===== config.mk =====
export PLATFORM = sky130hd
export DESIGN_NAME = stack_with_remove_by_value
export DESIGN_NICKNAME = d
export VERILOG_FILES = /design/src/hw/rtl/swrv_pkg.sv /design/src/hw/rtl/stack_with_remove_by_value.sv /design/src/hw/rtl/swrv_ctrl.sv /design/src/hw/rtl/swrv_dp.sv
export SDC_FILE = /design/constraint.sdc
export NUM_CORES = 1
export LEC_CHECK = 0
export BUFFER_PORTS_ARGS = -buffer_cell sky130_fd_sc_hd__buf_2
export CORE_ASPECT_RATIO = 0.7
export CORE_MARGIN = 2
export CORE_UTILIZATION = 40
export CTS_BUF_LIST = sky130_fd_sc_hd__clkbuf_8 sky130_fd_sc_hd__clkbuf_16
export CTS_CLUSTER_SIZE = 10
export DETAILED_ROUTE_END_ITERATION = 16
export PLACE_DENSITY_LB_ADDON = 0.15
export SYNTH_ARGS = -nofsm -noshare
export SYNTH_HDL_FRONTEND = slang
export SYNTH_SLANG_ARGS = --single-unit

===== constraint.sdc =====
create_clock -name clk -period 9.2 [get_ports clk]
set_input_delay 0.92 -clock clk [delete_from_list [all_inputs] [get_ports clk]]
set_output_delay 0.92 -clock clk [all_outputs]
set_load 0.01 [all_outputs]

===== src/hw/rtl/swrv_pkg.sv =====
package swrv_pkg;

  // default sizes
  localparam int DEPTH_DEF      = 16;
  localparam int VALUE_BITS_DEF = 16;

  // command codes
  localparam logic [1:0] CMD_PUSH   = 2'd0;
  localparam logic [1:0] CMD_POP    = 2'd1;
  localparam logic [1:0] CMD_REMOVE = 2'd2;

  // status codes
  localparam logic [1:0] ST_DONE = 2'd0;
  localparam logic [1:0] ST_FULL = 2'd1;
  localparam logic [1:0] ST_NONE = 2'd2;

  // input item
  typedef struct packed {
    logic [1:0]  command;
    logic [15:0] value;
  } swrv_in_t;

  // result item
  typedef struct packed {
    logic [1:0]  status;
    logic [4:0]  entry_count;
    logic        is_empty;
    logic [15:0] top_value;
  } swrv_out_t;

  // controller to datapath commands
  typedef struct packed {
    logic       load;
    logic       push_wr;
    logic       cnt_dec;
    logic       idx_from_top;
    logic       idx_dec;
    logic       idx_inc;
    logic       rd_idx;
    logic       rd_idx_next;
    logic       rd_top;
    logic       shift_wr;
    logic       top_cap;
    logic       set_status;
    logic [1:0] status;
  } swrv_dp_cmd_t;

  // datapath to controller status
  typedef struct packed {
    logic cnt_zero;
    logic full;
    logic match;
    logic idx_zero;
    logic shift_more;
  } swrv_dp_stat_t;

endpackage


===== src/hw/rtl/stack_with_remove_by_value.sv =====
// Stack of window numbers with push, pop and remove-by-value.
// Input channel: a command (push, pop, remove) and a value in in_item is
// taken on a rising edge with start high and busy low. busy stays high
// until the result has been shown.
// Result channel: out_item carries status, entry count, empty flag and the
// top value after the command; out_valid is high for exactly one cycle and
// the receiver cannot stall it, so the result must be taken then.
// Steps per command after the accepting edge: push, failed pop, remove on
// an empty stack and an unused code go from the execute state straight to
// the result; pop then reads the new top entry; remove scans entries from
// the top, on a match moves each entry above it down by one and then reads
// the new top; the top read is skipped when the stack is left empty, and an
// unmatched remove scans every held entry.
// The entry store has one registered read port, so every scanned or moved
// entry takes a read step and then a compare or write step.
// busy drops in the cycle after the result strobe, and a new command is
// taken no earlier than that; a command is not taken while the previous
// one is still in progress.
// Reset empties the stack; the store contents are not cleared.
module stack_with_remove_by_value #(
  parameter int DEPTH      = swrv_pkg::DEPTH_DEF,
  parameter int VALUE_BITS = swrv_pkg::VALUE_BITS_DEF
) (
  input  logic                clk,
  input  logic                rst_n,
  input  logic                start,
  output logic                busy,
  input  swrv_pkg::swrv_in_t  in_item,
  output logic                out_valid,
  output swrv_pkg::swrv_out_t out_item
);
  import swrv_pkg::*;

  swrv_dp_cmd_t  dp_cmd;
  swrv_dp_stat_t dp_stat;

  // sequencer
  swrv_ctrl u_ctrl (
    .clk       (clk),
    .rst_n     (rst_n),
    .start     (start),
    .command   (in_item.command),
    .dp_stat   (dp_stat),
    .dp_cmd    (dp_cmd),
    .busy      (busy),
    .out_valid (out_valid)
  );

  // entry store and registers
  swrv_dp #(
    .DEPTH      (DEPTH),
    .VALUE_BITS (VALUE_BITS)
  ) u_dp (
    .clk      (clk),
    .rst_n    (rst_n),
    .in_value (in_item.value),
    .dp_cmd   (dp_cmd),
    .dp_stat  (dp_stat),
    .out_item (out_item)
  );

endmodule


===== src/hw/rtl/swrv_ctrl.sv =====
module swrv_ctrl (
  input  logic                    clk,
  input  logic                    rst_n,
  input  logic                    start,
  input  logic [1:0]              command,
  input  swrv_pkg::swrv_dp_stat_t dp_stat,
  output swrv_pkg::swrv_dp_cmd_t  dp_cmd,
  output logic                    busy,
  output logic                    out_valid
);
  import swrv_pkg::*;

  typedef enum logic [8:0] {
    S_IDLE     = 9'b000000001,
    S_EXEC     = 9'b000000010,
    S_SRCH_RD  = 9'b000000100,
    S_SRCH_CMP = 9'b000001000,
    S_SHF_RD   = 9'b000010000,
    S_SHF_WR   = 9'b000100000,
    S_TOP_RD   = 9'b001000000,
    S_TOP_CAP  = 9'b010000000,
    S_DONE     = 9'b100000000
  } state_t;

  state_t     state_r, state_nxt;
  logic [1:0] cmd_r, cmd_nxt;

  // state and command registers
  always_ff @(posedge clk) begin
    if (!rst_n) begin
      state_r <= S_IDLE;
      cmd_r   <= CMD_PUSH;
    end else begin
      state_r <= state_nxt;
      cmd_r   <= cmd_nxt;
    end
  end

  // next state and datapath commands
  always_comb begin
    state_nxt = state_r;
    cmd_nxt   = cmd_r;
    dp_cmd    = '0;
    unique case (state_r)
      S_IDLE: begin
        if (start) begin
          cmd_nxt     = command;
          dp_cmd.load = 1'b1;
          state_nxt   = S_EXEC;
        end
      end
      S_EXEC: begin
        dp_cmd.set_status = 1'b1;
        dp_cmd.status     = ST_DONE;
        state_nxt         = S_DONE;
        priority if (cmd_r == CMD_PUSH) begin
          if (dp_stat.full) begin
            dp_cmd.status = ST_FULL;
          end else begin
            dp_cmd.push_wr = 1'b1;
          end
        end else if (cmd_r == CMD_POP) begin
          if (dp_stat.cnt_zero) begin
            dp_cmd.status = ST_NONE;
          end else begin
            dp_cmd.cnt_dec = 1'b1;
            state_nxt      = S_TOP_RD;
          end
        end else if (cmd_r == CMD_REMOVE) begin
          if (dp_stat.cnt_zero) begin
            dp_cmd.status = ST_NONE;
          end else begin
            dp_cmd.set_status   = 1'b0;
            dp_cmd.idx_from_top = 1'b1;
            state_nxt           = S_SRCH_RD;
          end
        end else begin
          // unused code: no operation
        end
      end
      S_SRCH_RD: begin
        dp_cmd.rd_idx = 1'b1;
        state_nxt     = S_SRCH_CMP;
      end
      S_SRCH_CMP: begin
        priority if (dp_stat.match) begin
          dp_cmd.set_status = 1'b1;
          dp_cmd.status     = ST_DONE;
          state_nxt         = S_SHF_RD;
        end else if (dp_stat.idx_zero) begin
          dp_cmd.set_status = 1'b1;
          dp_cmd.status     = ST_NONE;
          state_nxt         = S_DONE;
        end else begin
          dp_cmd.idx_dec = 1'b1;
          state_nxt      = S_SRCH_RD;
        end
      end
      S_SHF_RD: begin
        if (dp_stat.shift_more) begin
          dp_cmd.rd_idx_next = 1'b1;
          state_nxt          = S_SHF_WR;
        end else begin
          dp_cmd.cnt_dec = 1'b1;
          state_nxt      = S_TOP_RD;
        end
      end
      S_SHF_WR: begin
        dp_cmd.shift_wr = 1'b1;
        dp_cmd.idx_inc  = 1'b1;
        state_nxt       = S_SHF_RD;
      end
      S_TOP_RD: begin
        if (dp_stat.cnt_zero) begin
          state_nxt = S_DONE;
        end else begin
          dp_cmd.rd_top = 1'b1;
          state_nxt     = S_TOP_CAP;
        end
      end
      S_TOP_CAP: begin
        dp_cmd.top_cap = 1'b1;
        state_nxt      = S_DONE;
      end
      S_DONE: begin
        state_nxt = S_IDLE;
      end
      default: begin
        state_nxt = S_IDLE;
      end
    endcase
  end

  assign busy      = (state_r != S_IDLE);
  assign out_valid = (state_r == S_DONE);

endmodule


===== src/hw/rtl/swrv_dp.sv =====
module swrv_dp #(
  parameter int DEPTH      = swrv_pkg::DEPTH_DEF,
  parameter int VALUE_BITS = swrv_pkg::VALUE_BITS_DEF
) (
  input  logic                    clk,
  input  logic                    rst_n,
  input  logic [15:0]             in_value,
  input  swrv_pkg::swrv_dp_cmd_t  dp_cmd,
  output swrv_pkg::swrv_dp_stat_t dp_stat,
  output swrv_pkg::swrv_out_t     out_item
);
  import swrv_pkg::*;

  localparam int CNT_W = $clog2(DEPTH + 1);
  localparam int IDX_W = (DEPTH > 1) ? $clog2(DEPTH) : 1;

  logic [VALUE_BITS-1:0] mem [DEPTH];
  logic [VALUE_BITS-1:0] val_r;
  logic [VALUE_BITS-1:0] rd_data_r;
  logic [VALUE_BITS-1:0] top_r;
  logic [CNT_W-1:0]      cnt_r, cnt_nxt;
  logic [IDX_W-1:0]      idx_r;
  logic [1:0]            status_r;

  logic [31:0]           in_ext;
  logic [CNT_W-1:0]      cnt_m1;
  logic [CNT_W-1:0]      idx_ext;
  logic [CNT_W-1:0]      idx_p1;
  logic [IDX_W-1:0]      rd_addr;
  logic                  rd_en;
  logic [31:0]           cnt_out;
  logic [31:0]           top_out;

  assign in_ext  = 32'(in_value);
  assign cnt_m1  = cnt_r - CNT_W'(1);
  assign idx_ext = CNT_W'(idx_r);
  assign idx_p1  = idx_ext + CNT_W'(1);

  // count register
  always_comb begin
    cnt_nxt = cnt_r;
    if (dp_cmd.push_wr) begin
      cnt_nxt = cnt_r + CNT_W'(1);
    end else if (dp_cmd.cnt_dec) begin
      cnt_nxt = cnt_m1;
    end
  end

  always_ff @(posedge clk) begin
    if (!rst_n) begin
      cnt_r <= '0;
    end else begin
      cnt_r <= cnt_nxt;
    end
  end

  // operand, index, top and status registers
  always_ff @(posedge clk) begin
    if (dp_cmd.load) begin
      val_r <= in_ext[VALUE_BITS-1:0];
    end
    if (dp_cmd.idx_from_top) begin
      idx_r <= cnt_m1[IDX_W-1:0];
    end else if (dp_cmd.idx_dec) begin
      idx_r <= idx_r - IDX_W'(1);
    end else if (dp_cmd.idx_inc) begin
      idx_r <= idx_p1[IDX_W-1:0];
    end
    if (dp_cmd.push_wr) begin
      top_r <= val_r;
    end else if (dp_cmd.top_cap) begin
      top_r <= rd_data_r;
    end
    if (dp_cmd.set_status) begin
      status_r <= dp_cmd.status;
    end
  end

  // read address select
  always_comb begin
    rd_en   = dp_cmd.rd_idx | dp_cmd.rd_idx_next | dp_cmd.rd_top;
    rd_addr = idx_r;
    if (dp_cmd.rd_idx_next) begin
      rd_addr = idx_p1[IDX_W-1:0];
    end else if (dp_cmd.rd_top) begin
      rd_addr = cnt_m1[IDX_W-1:0];
    end
  end

  // entry store, one write and one registered read per cycle
  always_ff @(posedge clk) begin
    if (dp_cmd.push_wr) begin
      mem[cnt_r[IDX_W-1:0]] <= val_r;
    end else if (dp_cmd.shift_wr) begin
      mem[idx_r] <= rd_data_r;
    end
    if (rd_en) begin
      rd_data_r <= mem[rd_addr];
    end
  end

  // status back to the controller
  assign dp_stat.cnt_zero   = (cnt_r == '0);
  assign dp_stat.full       = (cnt_r == CNT_W'(DEPTH));
  assign dp_stat.match      = (rd_data_r == val_r);
  assign dp_stat.idx_zero   = (idx_r == '0);
  assign dp_stat.shift_more = (idx_p1 < cnt_r);

  // result fields
  assign cnt_out = 32'(cnt_r);
  assign top_out = 32'(top_r);

  assign out_item.status      = status_r;
  assign out_item.entry_count = cnt_out[4:0];
  assign out_item.is_empty    = (cnt_r == '0);
  assign out_item.top_value   = (cnt_r == '0) ? 16'd0 : top_out[15:0];

endmodule


# --- Yosys cells after proc, flatten, opt, wreduce, memory -nomap -nowiden ---
# Memory sizes are Yosys's and may differ from the RTL's. A register that Yosys moved wholly into a read port is not among the register bits.
# Cells that the tools add are included.
word_totals:
  reg_bits: 54
  ramBits: 256
  input_bits: 21
  output_inout_bits: 26
  word_cells: 100
  memories: 1
memory_table:
  columns: ["memory", "words", "word_bits", "read_ports", "rd_clocked_by_memory_dff", "wr", "line_no", "source"]
  rows:
  - ["u_dp.mem", 16, 16, 1, 1, 1, "swrv_dp.sv:17", "logic [VALUE_BITS-1:0] mem [DEPTH];"]
op_classes:
  addsub: 4
  n_lt_le_gt_ge: 1
  n_eq_ne: 15
  muxes: 62
  bitwise: 2
  reduce_logical: 8
ops:
  columns: ["cell", "n"]
  rows:
  - ["two-way mux 9 bit", 9]
  - ["case mux 9 bit (8 select lines)", 1]
  - ["two-way mux 16 bit", 4]
  - ["two-way mux 1 bit", 30]
  - ["two-way mux 4 bit", 6]
  - ["equality test 16 bit", 1]
  - ["OR reduction 16 bit", 1]
  - ["two-way mux 5 bit", 2]
  - ["equality test 9 x 1 -> 1 bit (second input constant)", 1]
  - ["equality test 9 x 2 -> 1 bit (second input constant)", 1]
  - ["equality test 9 x 3 -> 1 bit (second input constant)", 1]
  - ["equality test 9 x 4 -> 1 bit (second input constant)", 1]
  - ["equality test 9 x 5 -> 1 bit (second input constant)", 1]
  - ["equality test 9 x 6 -> 1 bit (second input constant)", 1]
  - ["equality test 9 x 7 -> 1 bit (second input constant)", 1]
  - ["equality test 9 x 8 -> 1 bit (second input constant)", 1]
  - ["equality test 9 bit (second input constant)", 1]
  - ["two-way mux 3 bit", 3]
  - ["inequality test 9 x 1 -> 1 bit (second input constant)", 1]
  - ["two-way mux 2 bit", 4]
  - ["two-way mux 7 bit", 1]
  - ["case mux 3 bit (2 select lines)", 1]
  - ["adder 4 x 1 -> 5 bit (second input constant)", 1]
  - ["adder 5 x 1 -> 5 bit (second input constant)", 1]
  - ["other kinds (15)", 17]

# --- Logic depth before layout (Yosys ltp) ---
# Gate-level depths: netlist of run 1.
depth:
  ltp_word: 8
  ltp_mapped: 15
  mapped_depth_nobuf: 11

# --- Cells and area by module ---
# A second synthesis of run 1 with hierarchy kept.
hier_totals:
  cells_unflattened: 1213
  area_unflattened_um2: 16796.1
by_module_without_submodules:
  columns: ["module", "instances", "cells_each", "area_per_inst_um2", "seq_area_each_um2"]
  rows:
  - ["swrv_dp", 1, 1123, 16040.4, 9409.0]
  - ["swrv_ctrl", 1, 90, 755.7, 220.2]

# --- Least setup slack after synthesis of run 1 ---
# No wires, ideal clock.
synth_path:
  path_kind: "register to register"
  startpoint: "reg u_dp.idx_r[0]"
  endpoint: "reg u_dp.rd_data_r[12], read port of u_dp.mem (data pin)"
  setup_ns: 0.266
  t_arrival_ns: 3.432
  t_required_ns: 8.934
  setup_slack_ns: 5.503
  path_stages_with_launch: 15
  path_buffers: 3
  cell_sequence: "edfxtp_1 -> inv_1 -> clkbuf_1 -> ha_1 -> ha_1 -> a21o_1 -> a31oi_1 -> o21a_1 -> mux2_2 -> a311oi_4 -> buf_6 -> clkbuf_1 -> nand3_1 -> a21boi_0 -> a211oi_1"
synth_via:
  elab_chain_cells: 6
  word_cells_on_any_way: 8
synth_lines:
  columns: ["element", "line_no", "source"]
  rows:
  - ["from (decl)", "swrv_dp.sv:22", "logic [IDX_W-1:0] idx_r;"]
  - ["from (signal assigned)", "swrv_dp.sv:63", "idx_r <= cnt_m1[IDX_W-1:0];"]
  - ["from (signal assigned)", "swrv_dp.sv:65", "idx_r <= idx_r - IDX_W'(1);"]
  - ["from (signal assigned)", "swrv_dp.sv:67", "idx_r <= idx_p1[IDX_W-1:0];"]
  - ["adder 4 x 1 -> 5 bit", "swrv_dp.sv:37", "assign idx_p1 = idx_ext + CNT_W'(1);"]
  - ["less-than comparator 5 bit", "swrv_dp.sv:107", "assign dp_stat.shift_more = (idx_p1 < cnt_r);"]
  - ["two-way mux 1 bit", "swrv_ctrl.sv:100", "if (dp_stat.shift_more) begin"]
  - ["two-way mux 1 bit", "swrv_ctrl.sv:44", "unique case (state_r)"]
  - ["bitwise OR 1 bit (2 in series)", "swrv_dp.sv:81", "rd_en = dp_cmd.rd_idx | dp_cmd.rd_idx_next | dp_cmd.rd_top;"]
  - ["to (decl)", "swrv_dp.sv:19", "logic [VALUE_BITS-1:0] rd_data_r;"]
# Parallel ways exist; a longest one is shown, timed or not.
# A chain may end at the register's enable or synchronous reset.

# --- Worst setup path after layout of run 1 ---
layout_path:
  startpoint: "reg u_dp.idx_r[0]"
  endpoint: "reg u_dp.rd_data_r[0], read port of u_dp.mem (data pin)"
# Same word-level chain as after synthesis.

==> results of run 1 <==
-- routing by layer --
metal	track usage [%]	vias to the layer above	wire length, um
li1	-	4102	-
met1	29.2	4396	17500
met2	26.8	235	14600
met3	4.28	52	2180
met4	5.28	0	748
met5	0	-	0
-- registers in the layout, summed over array words and instances (netlist names) --
signal          cells
u_dp.val_r         16
u_dp.idx_r          4
u_dp.rd_data_r     16
u_ctrl.cmd_r        2
u_dp.top_r         16
u_ctrl.state_r      9
u_dp.mem          256
u_dp.status_r       2
u_dp.cnt_r          5
-- metrics by stage --
stage	power, mW	instances	setup WS, ns
final	3.10	1602	3.59
after global routing	3.20	1602	3.15
after global placement	1.83	1556	3.81
after CTS	3.13	1602	3.64
after detailed placement	1.84	1556	3.64
after floorplan	1.77	1080	5.50
-- layout make-up --
| type | count | area (um2) | area share [%] |
|---|---|---|---|
| inverters | 11 | 41.3 | 0.258 |
| clock inverters | 8 | 61.3 | 0.383 |
| repair buffers | 63 | 358 | 2.24 |
| clock buffers | 38 | 951 | 5.95 |
| well taps | 472 | 591 | 3.69 |
| multi-input cells | 684 | 4360 | 27.3 |
| flip-flops and latches | 326 | 9630 | 60.2 |
-- report_power, final --
group / total (mW) / internal, mW / switching (mW)
combinational: 0.145 / 0.0426 / 0.103
clock: 1.30 / 0.735 / 0.561
sequential: 1.66 / 1.64 / 0.0140
-- kinds of logic (layout without fill, tap and decap cells) --
logic type                 Yosys count  after routing  share of synthesized area (%)
xor gates and xnor gates            26             26                           1.60
buffers and inverters               70            120                           2.24
AOI/OAI and AO/OA                  137            137                           7.02
DFF                                326            326                           67.6
muxes                              117            117                           8.34
and+or+nand+nor                    394            394                           12.3
adders and majority gates           10             10                          0.878
-- Yosys cell counts, types with 3 or more instances --
master	number	area, um2
edfxtp_1	310	9310
nand2_1	239	897
mux2i_1	103	1030
nor2_1	50	188
clkbuf_1	36	135
a21oi_1	34	170
nand3_1	23	115
nor2b_1	22	138
xnor2_1	22	193
dfxtp_1	16	320
nor4_1	14	87.6
a32o_1	12	120
buf_2	12	60.1
mux2_2	11	124
o21ai_0	11	55.1
ha_1	10	125
a22oi_1	9	67.6
nand4_1	9	56.3
o22ai_1	9	56.3
a21boi_0	8	60.1
a221oi_1	8	70.1
a211oi_1	7	52.6
buf_4	7	52.6
inv_1	7	26.3
o211a_1	7	70.1
o211ai_1	6	45.0
nor3_1	5	25.0
o31ai_1	5	37.5
a31oi_1	4	25.0
and3_1	4	25.0
xor2_1	4	35.0
and2_1	3	18.8
and4_1	3	26.3
inv_2	3	11.3
mux2_1	3	33.8
nor3b_1	3	22.5
o21a_1	3	22.5
o32a_1	3	30.0
or2_2	3	18.8
-- worst max path at each step --
| stage | from | to | slack (ns) | cells past startpoint |
|---|---|---|---|---|
| 6_report | u_dp.idx_r[0] | u_dp.rd_data_r[0] | 3.59 | 12 |
| 5_1_grt | u_dp.idx_r[0] | u_dp.rd_data_r[0] | 3.15 | 12 |
| 4_1_cts | u_dp.idx_r[0] | u_dp.rd_data_r[3] | 3.64 | 12 |
| 3_5_place_dp | u_dp.idx_r[0] | u_dp.rd_data_r[6] | 3.64 | 12 |
| 3_3_place_gp | u_dp.idx_r[0] | u_dp.rd_data_r[9] | 3.81 | 12 |
| 2_1_floorplan | u_dp.idx_r[0] | u_dp.rd_data_r[12] | 5.50 | 14 |
==> summary.md, run 1 <==
| Metric | Value |
|---|---|
| Outcome | `finished clean` |
| Minimum clock period | `5.61 ns` |
| Max Fclk | `178 MHz` |
| Max-Cap Viols | `0` |
| DR vias | `8785` |
| Inserted Diodes | `0` |
| Final period util | `60.9%` |
| Die width | `230 um` |
| DRC Markers | `0` |
| Layout fillers | `3120` |
| Post-Route Setup TNS | `0 ns` |
| Worst path top cell family by delay | `compound AO/OA/AOI/OAI gates` |
| Max stage delay on crit path | `0.80 ns` |
| Worst clock skew | `0.0199 ns` |
| Global-route wire length before repair | `53200 um` |
| Die Span Y | `162 um` |
| Critical Path Sink Type | `flip-flop` |
| 1st-pass router iterations | `6` |
| Most common cell after layout, fill and taps aside | `edfxtp_1` |
| Cell mode on critical path | `ha_1` |
| Post-synth ARST share | `0%` |
| Hold WS | `0.561 ns` |
| Design Area, Final | `0.0160 mm2` |
| Min-Delay Endpoint | `u_dp.val_r[6]` |
| Port Buffers | `46` |
| Initial drt markers | `809` |
| Later-pin clock latency in the skew report | `0.54 ns` |
| Post-DP Area | `0.0150 mm2` |
| Syn Area/Cell | `13.2 um2` |
| Routed length per instance | `21.9 um` |
| Routed Antenna Nets | `0` |
| Synth Net Count | `1111` |
| Final GP Congestion | `0.832` |
| NumNets Final | `1155` |
| Worst setup SP type | `flip-flop` |
| CTS clock-pin slew for the worst setup and hold paths | `0.06 ns` |
| Worst Hold Class | `primary input to flip-flop` |
| Seq cells post-synth | `326` |
| Leakage | `5.70 nW` |
| Critical path required time | `9.46 ns` |
| Worst-Margin Slew | `1.21 ns` |
| Largest net degree at the start of global routing | `64` |
| TritonCTS Buffers | `38` |
| Crit path DAT | `5.87 ns` |
| Post-CTS setup buffer count | `0` |
| Placeable Area | `0.0349 mm2` |
| I/O pins | `47` |
| CTS tree | `done` |
| Unrepaired setup endpoints after global routing | `false` |
| Worst R2R Path Depth | `12` |
| Worst Hold Depth | `1` |
| Relative slew slack | `19.3%` |
| VDD IR max | `0.153 mV` |
| CTS sink cnt | `326` |
| Initial antenna violation count | `1` |
| CP max FO | `48` |
| Commonest cells after routing, fill and taps aside | `310 x edfxtp_1, 239 x nand2_1, 102 x mux2i_1` |
| Max clock buf depth | `3` |
| Root Buffer | `clkbuf_16` |
| Layout cells sized above 1 | `12.3%` |
| Worst path cell trace | `inv_1, ha_1, ha_1, a21o_1, a31oi_1, o21a_1, mux2_2, a311oi_4, buf_4, nand2_1, o22ai_1, a211oi_1` |
| Finished Core Util | `45.9%` |
| Top_reg_cell synth | `edfxtp_1` |
| H-tree levels | `2` |
| WL final | `35000 um` |
| Vias in the first global route | `8516` |
| Final Max Tran Viols | `0` |
| GRT Util Overall | `19.0%` |
| Worst setup path class | `flip-flop to flip-flop` |
| GRT overflow | `0` |
| Post-DP HPWL | `23100 um` |
| Pwr Density | `194 mW/mm2` |
| Post-synth EDFFs | `310` |
| Startpoint of the worst register-to-register path | `u_dp.idx_r[0]` |
| Die footprint | `0.0372 mm2` |
| Area Growth Syn to Fin | `12.2%` |
| Buf+Inv Stages, Crit Path | `2` |
| Cell Rows | `57` |
| Flop2flop setup slack | `3.59 ns` |
| Crit-path slowest cell | `o21a_1` |
| Number of synthesis warnings | `0` |
| Via-to-Cell Ratio | `5.48` |
| Synthesized cell area | `0.0142 mm2` |
| Cts repair resizes | `0` |
| Hold Fails Final Rpt | `0` |
| Starting Density | `40.9%` |
| Hold_sp | `in_item[6]` |
| Synth Instances | `1080` |
| Hold buffer count at CTS | `0` |
| Sequential area share after synthesis | `67.6%` |
| Final setup violation count | `0` |
| Cell variety after synth | `62` |
| Reg-to-reg endpoint | `u_dp.rd_data_r[0]` |
Power figures use the tool's default switching activity.
==> run 2: changes to the inputs <==
--- a/config.mk
+++ b/config.mk
@@ -5,6 +5,7 @@
 export SDC_FILE = /design/constraint.sdc
 export NUM_CORES = 1
 export LEC_CHECK = 0
+export ABC_AREA = 1
 export BUFFER_PORTS_ARGS = -buffer_cell sky130_fd_sc_hd__buf_2
 export CORE_ASPECT_RATIO = 0.7
 export CORE_MARGIN = 2
==> constraint.sdc (replaced) <==
create_clock -name clk -period 5.6 [get_ports clk]
set_input_delay 0.56 -clock clk [delete_from_list [all_inputs] [get_ports clk]]
set_output_delay 0.56 -clock clk [all_outputs]
set_load 0.01 [all_outputs]
==> run 2 against run 1 <==
Net effect: combinational power is 11% higher; sequential power is 63% higher; area after synthesis is 5.7% higher; clock skew is 0.0072 ns lower; final area is 5.4% higher; die area is 5.6% higher; maximum frequency is 36% higher; final cell count is 26% higher; clock-buffer cell count stayed put; clock power is 64% higher; first-iteration DRC count is 25% higher; global-route usage is 1.5 points higher.
==> summary.md, run 2 <==
| Metric | Value |
|---|---|
| Outcome | `finished clean (unchanged)` |
| Minimum clock period | `4.12 ns (was 5.61 ns)` |
| Post-DP Area | `0.0159 mm2 (was 0.0150 mm2)` |
| Flop2flop setup slack | `1.48 ns (was 3.59 ns)` |
| Largest family of logic cells by synthesized area | `simple AND/OR/NAND/NOR gates (unchanged)` |
| Final setup violation count | `0 (unchanged)` |
| Sequential share of power | `54.3% (was 53.5%)` |
| Max clock buf depth | `3 (unchanged)` |
| CP Launch Point | `u_dp.idx_r[0] (unchanged)` |
| Worst Hold Class | `primary input to flip-flop (unchanged)` |
| Syn Area/Cell | `10.2 um2 (was 13.2 um2)` |
| DRC Markers | `0 (unchanged)` |
| TritonCTS Buffers | `38 (unchanged)` |
| Placed Cells | `1974 (was 1556)` |
| Post-synth ARST share | `0% (unchanged)` |
| Crit path DAT | `4.39 ns (was 5.87 ns)` |
| Largest net degree at the start of global routing | `103 (was 64)` |
| Max reg flops | `256 (unchanged)` |
| CTS tree | `done (unchanged)` |
| XOR/XNOR Fraction of Synth Area | `1.16% (was 1.60%)` |
| CP max FO | `102 (was 48)` |
| DR vias | `10300 (was 8785)` |
| Largest cells by area after synthesis | `edfxtp_1 62%, nand3_1 10%, nand2_1 7.3% (was edfxtp_1 65%, mux2i_1 7.2%, nand2_1 6.3%)` |
| Synth Area in Compound Gates | `2.56% (was 7.02%)` |
| Top cells by count, synth | `312 x nand3_1, 310 x edfxtp_1, 293 x nand2_1 (was 310 x edfxtp_1, 239 x nand2_1, 103 x mux2i_1)` |
| Cell variety after synth | `36 (was 62)` |
| Layout cells sized above 1 | `10.6% (was 12.3%)` |
| Unrepaired setup endpoints after global routing | `false (unchanged)` |
| Clock power share | `42.5% (was 41.8%)` |
| Root Buffer | `clkbuf_16 (unchanged)` |
| Routed length per instance | `19.6 um (was 21.9 um)` |
| Top_reg_cell synth | `edfxtp_1 (unchanged)` |
| Synth Net Count | `1506 (was 1111)` |
| Worst clock skew | `0.0127 ns (was 0.0199 ns)` |
| GRT Util Overall | `20.5% (was 19.0%)` |
| Seq cells post-synth | `326 (unchanged)` |
| Later-pin clock latency in the skew report | `0.53 ns (was 0.54 ns)` |
| Synth Instances | `1475 (was 1080)` |
| Initial drt markers | `1009 (was 809)` |
| Post-synthesis mux area share | `0% (was 8.34%)` |
| Design Area, Final | `0.0169 mm2 (was 0.0160 mm2)` |
| Via-to-Cell Ratio | `5.11 (was 5.48)` |
| Die width | `236 um (was 230 um)` |
| Startpoint of the worst register-to-register path | `u_dp.idx_r[0] (unchanged)` |
| Reg-to-reg endpoint | `u_dp.rd_data_r[11] (was u_dp.rd_data_r[0])` |
| Most common cell after layout, fill and taps aside | `nand3_1 (was edfxtp_1)` |
| NumNets Final | `1557 (was 1155)` |
| Placeable Area | `0.0371 mm2 (was 0.0349 mm2)` |
| Worst R2R Path Depth | `16 (was 12)` |
| Port Buffers | `46 (unchanged)` |
| Final period util | `73.6% (was 60.9%)` |
| Hold WS | `0.209 ns (was 0.561 ns)` |
| Critical Path Sink Type | `flip-flop (unchanged)` |
| Worst setup SP type | `flip-flop (unchanged)` |
| H-tree levels | `2 (unchanged)` |
| Cell Int Power | `3.95 mW (was 2.42 mW)` |
| Simple-Gate Fraction of Synth Area | `22.5% (was 12.3%)` |
| Final GP Congestion | `0.877 (was 0.832)` |
| Max-Cap Viols | `0 (unchanged)` |
| Post-CTS setup buffer count | `0 (unchanged)` |
| Number of synthesis warnings | `0 (unchanged)` |
| 1st-pass router iterations | `5 (was 6)` |
| Pwr Density | `297 mW/mm2 (was 194 mW/mm2)` |
| Switching share of power | `21.1% (was 21.9%)` |
| Die footprint | `0.0392 mm2 (was 0.0372 mm2)` |
| Cell Rows | `59 (was 57)` |
| Final Max Tran Viols | `0 (unchanged)` |
| Sequential area share after synthesis | `63.9% (was 67.6%)` |
| Area Growth Syn to Fin | `11.9% (was 12.2%)` |
| Top-count cell post-synth | `nand3_1 (was edfxtp_1)` |
| Starting Density | `40.6% (was 40.9%)` |
| Relative slew slack | `21.7% (was 19.3%)` |
| Routed Antenna Nets | `0 (unchanged)` |
| Finished Core Util | `45.4% (was 45.9%)` |
| CTS sink cnt | `326 (unchanged)` |
| Global-route wire length before repair | `60800 um (was 53200 um)` |
| Vias in the first global route | `9992 (was 8516)` |
| Sw Pwr | `1.05 mW (was 678 uW)` |
| Inserted Diodes | `0 (unchanged)` |
| Fin cells | `2020 (was 1602)` |
| Post-synth EDFFs | `310 (unchanged)` |
| Commonest cells after routing, fill and taps aside | `312 x nand3_1, 310 x edfxtp_1, 292 x nand2_1 (was 310 x edfxtp_1, 239 x nand2_1, 102 x mux2i_1)` |
| Synthesized cell area | `0.0151 mm2 (was 0.0142 mm2)` |
| Worst-Margin Slew | `1.17 ns (was 1.21 ns)` |
| Post-Synth Adder-Cell Area | `0.831% (was 0.878%)` |
| Critical path endpoint | `u_dp.rd_data_r[11] (was u_dp.rd_data_r[0])` |
| Area leader, netlist | `edfxtp_1 (unchanged)` |
| Leakage | `7.00 nW (was 5.70 nW)` |
| Cts repair resizes | `0 (unchanged)` |
| Hold buffer count at CTS | `0 (unchanged)` |
| GRT overflow | `0 (unchanged)` |
| Post-Route Setup TNS | `0 ns (unchanged)` |
| Die Span Y | `166 um (was 162 um)` |
| Hold Fails Final Rpt | `0 (unchanged)` |
| Post-DP HPWL | `22400 um (was 23100 um)` |
| Critical path required time | `5.87 ns (was 9.46 ns)` |
| VDD IR max | `0.284 mV (was 0.153 mV)` |
| Max Fclk | `243 MHz (was 178 MHz)` |
| Worst setup path class | `flip-flop to flip-flop (unchanged)` |
| CTS clock-pin slew for the worst setup and hold paths | `0.06 ns (about the same)` |
| Logic gate share of total power | `3.2% (was 4.7%)` |
| WL final | `39500 um (was 35000 um)` |
| I/O pins | `47 (unchanged)` |
| Post-synth top area share | `61.8% (was 65.3%)` |
| Largest Register | `u_dp.mem (unchanged)` |
| Initial antenna violation count | `0 (was 1)` |
[run 2: changes by cell type in the layout (fill, tap and decap cells not counted), sizes merged, moves of 21 or more]
cell and change:
nand2 +59, buf +21, mux2i -103, o21ai +33, inv +239, nor2b -22, nand3b +42, nand3 +292
[run 2: power groups by stage]
| stage | clock network [mW] | logic (mW) | registers, mW |
|---|---|---|---|
| after floorplan | 0 | 0.0904 | 2.76 |
| after global placement | 0 | 0.162 | 2.77 |
| after detailed placement | 0 | 0.163 | 2.77 |
| after CTS | 2.17 | 0.164 | 2.71 |
| after global routing | 2.27 | 0.181 | 2.72 |
| final | 2.13 | 0.161 | 2.71 |
[run 2: worst max-delay path, stage by stage (launching register included)]
cell      delay (ns)
edfxtp_1        0.51
ha_1            0.28
xor2_1          0.26
ha_1            0.30
nand2_1         0.07
nand2_1         0.04
nand2_1         0.06
nand3_1         0.09
nor2_2          0.23
nand2_4         0.13
nand2_4         0.31
buf_4           0.84
nand3_1         0.16
nand3_1         0.15
nand3_1         0.08
nand3_1         0.12
nand2_1         0.06
[run 2: kinds of logic (layout without fill, tap and decap cells)]
| family | after synthesis | in the layout |
|---|---|---|
| xor+xnor | 20 | 20 |
| simple gates | 725 | 725 |
| fa+ha+maj | 10 | 10 |
| compound gates | 72 | 72 |
| flops | 326 | 326 |
| buf+inv | 322 | 379 |
[run 2: per-layer routing]
metal  vias up  global-route usage (%)  wire length, um
met1      4949                    30.3            18800
met4         0                    5.59              887
met2       306                    31.2            17200
met5         -                       0                0
li1       5019                       -                -
met3        58                    3.56             2670
[run 2: cell type report]
| class | instances | area (um2) |
|---|---|---|
| inverter | 249 | 935 |
| sequential | 326 | 9630 |
| tap | 488 | 611 |
| timing repair buffer | 84 | 515 |
| clock inverter | 8 | 42.5 |
| multi-input combinational | 827 | 4180 |
| fill | 3501 | 20300 |
| clock buffer | 38 | 951 |
[run 2: worst min-delay path by stage]
stage / depth (start not counted) / to / from / slack (ns)
3_5_place_dp: 2 / u_ctrl.cmd_r[1] / u_ctrl.cmd_r[1] / 0.51
2_1_floorplan: 2 / u_ctrl.cmd_r[0] / u_ctrl.cmd_r[0] / 0.48
6_report: 1 / u_dp.val_r[12] / in_item[12] / 0.21
5_1_grt: 1 / u_dp.val_r[7] / in_item[7] / 0.19
3_3_place_gp: 2 / u_ctrl.cmd_r[1] / u_ctrl.cmd_r[1] / 0.51
4_1_cts: 1 / u_dp.val_r[6] / in_item[6] / 0.19
[run 2: through the flow]
stage               setup slack (ns)  power (mW)
finish                          1.48        5.00
global route                    1.14        5.17
CTS                             1.50        5.05
detailed placement              1.51        2.93
global placement                1.59        2.93
floorplan                       2.95        2.85
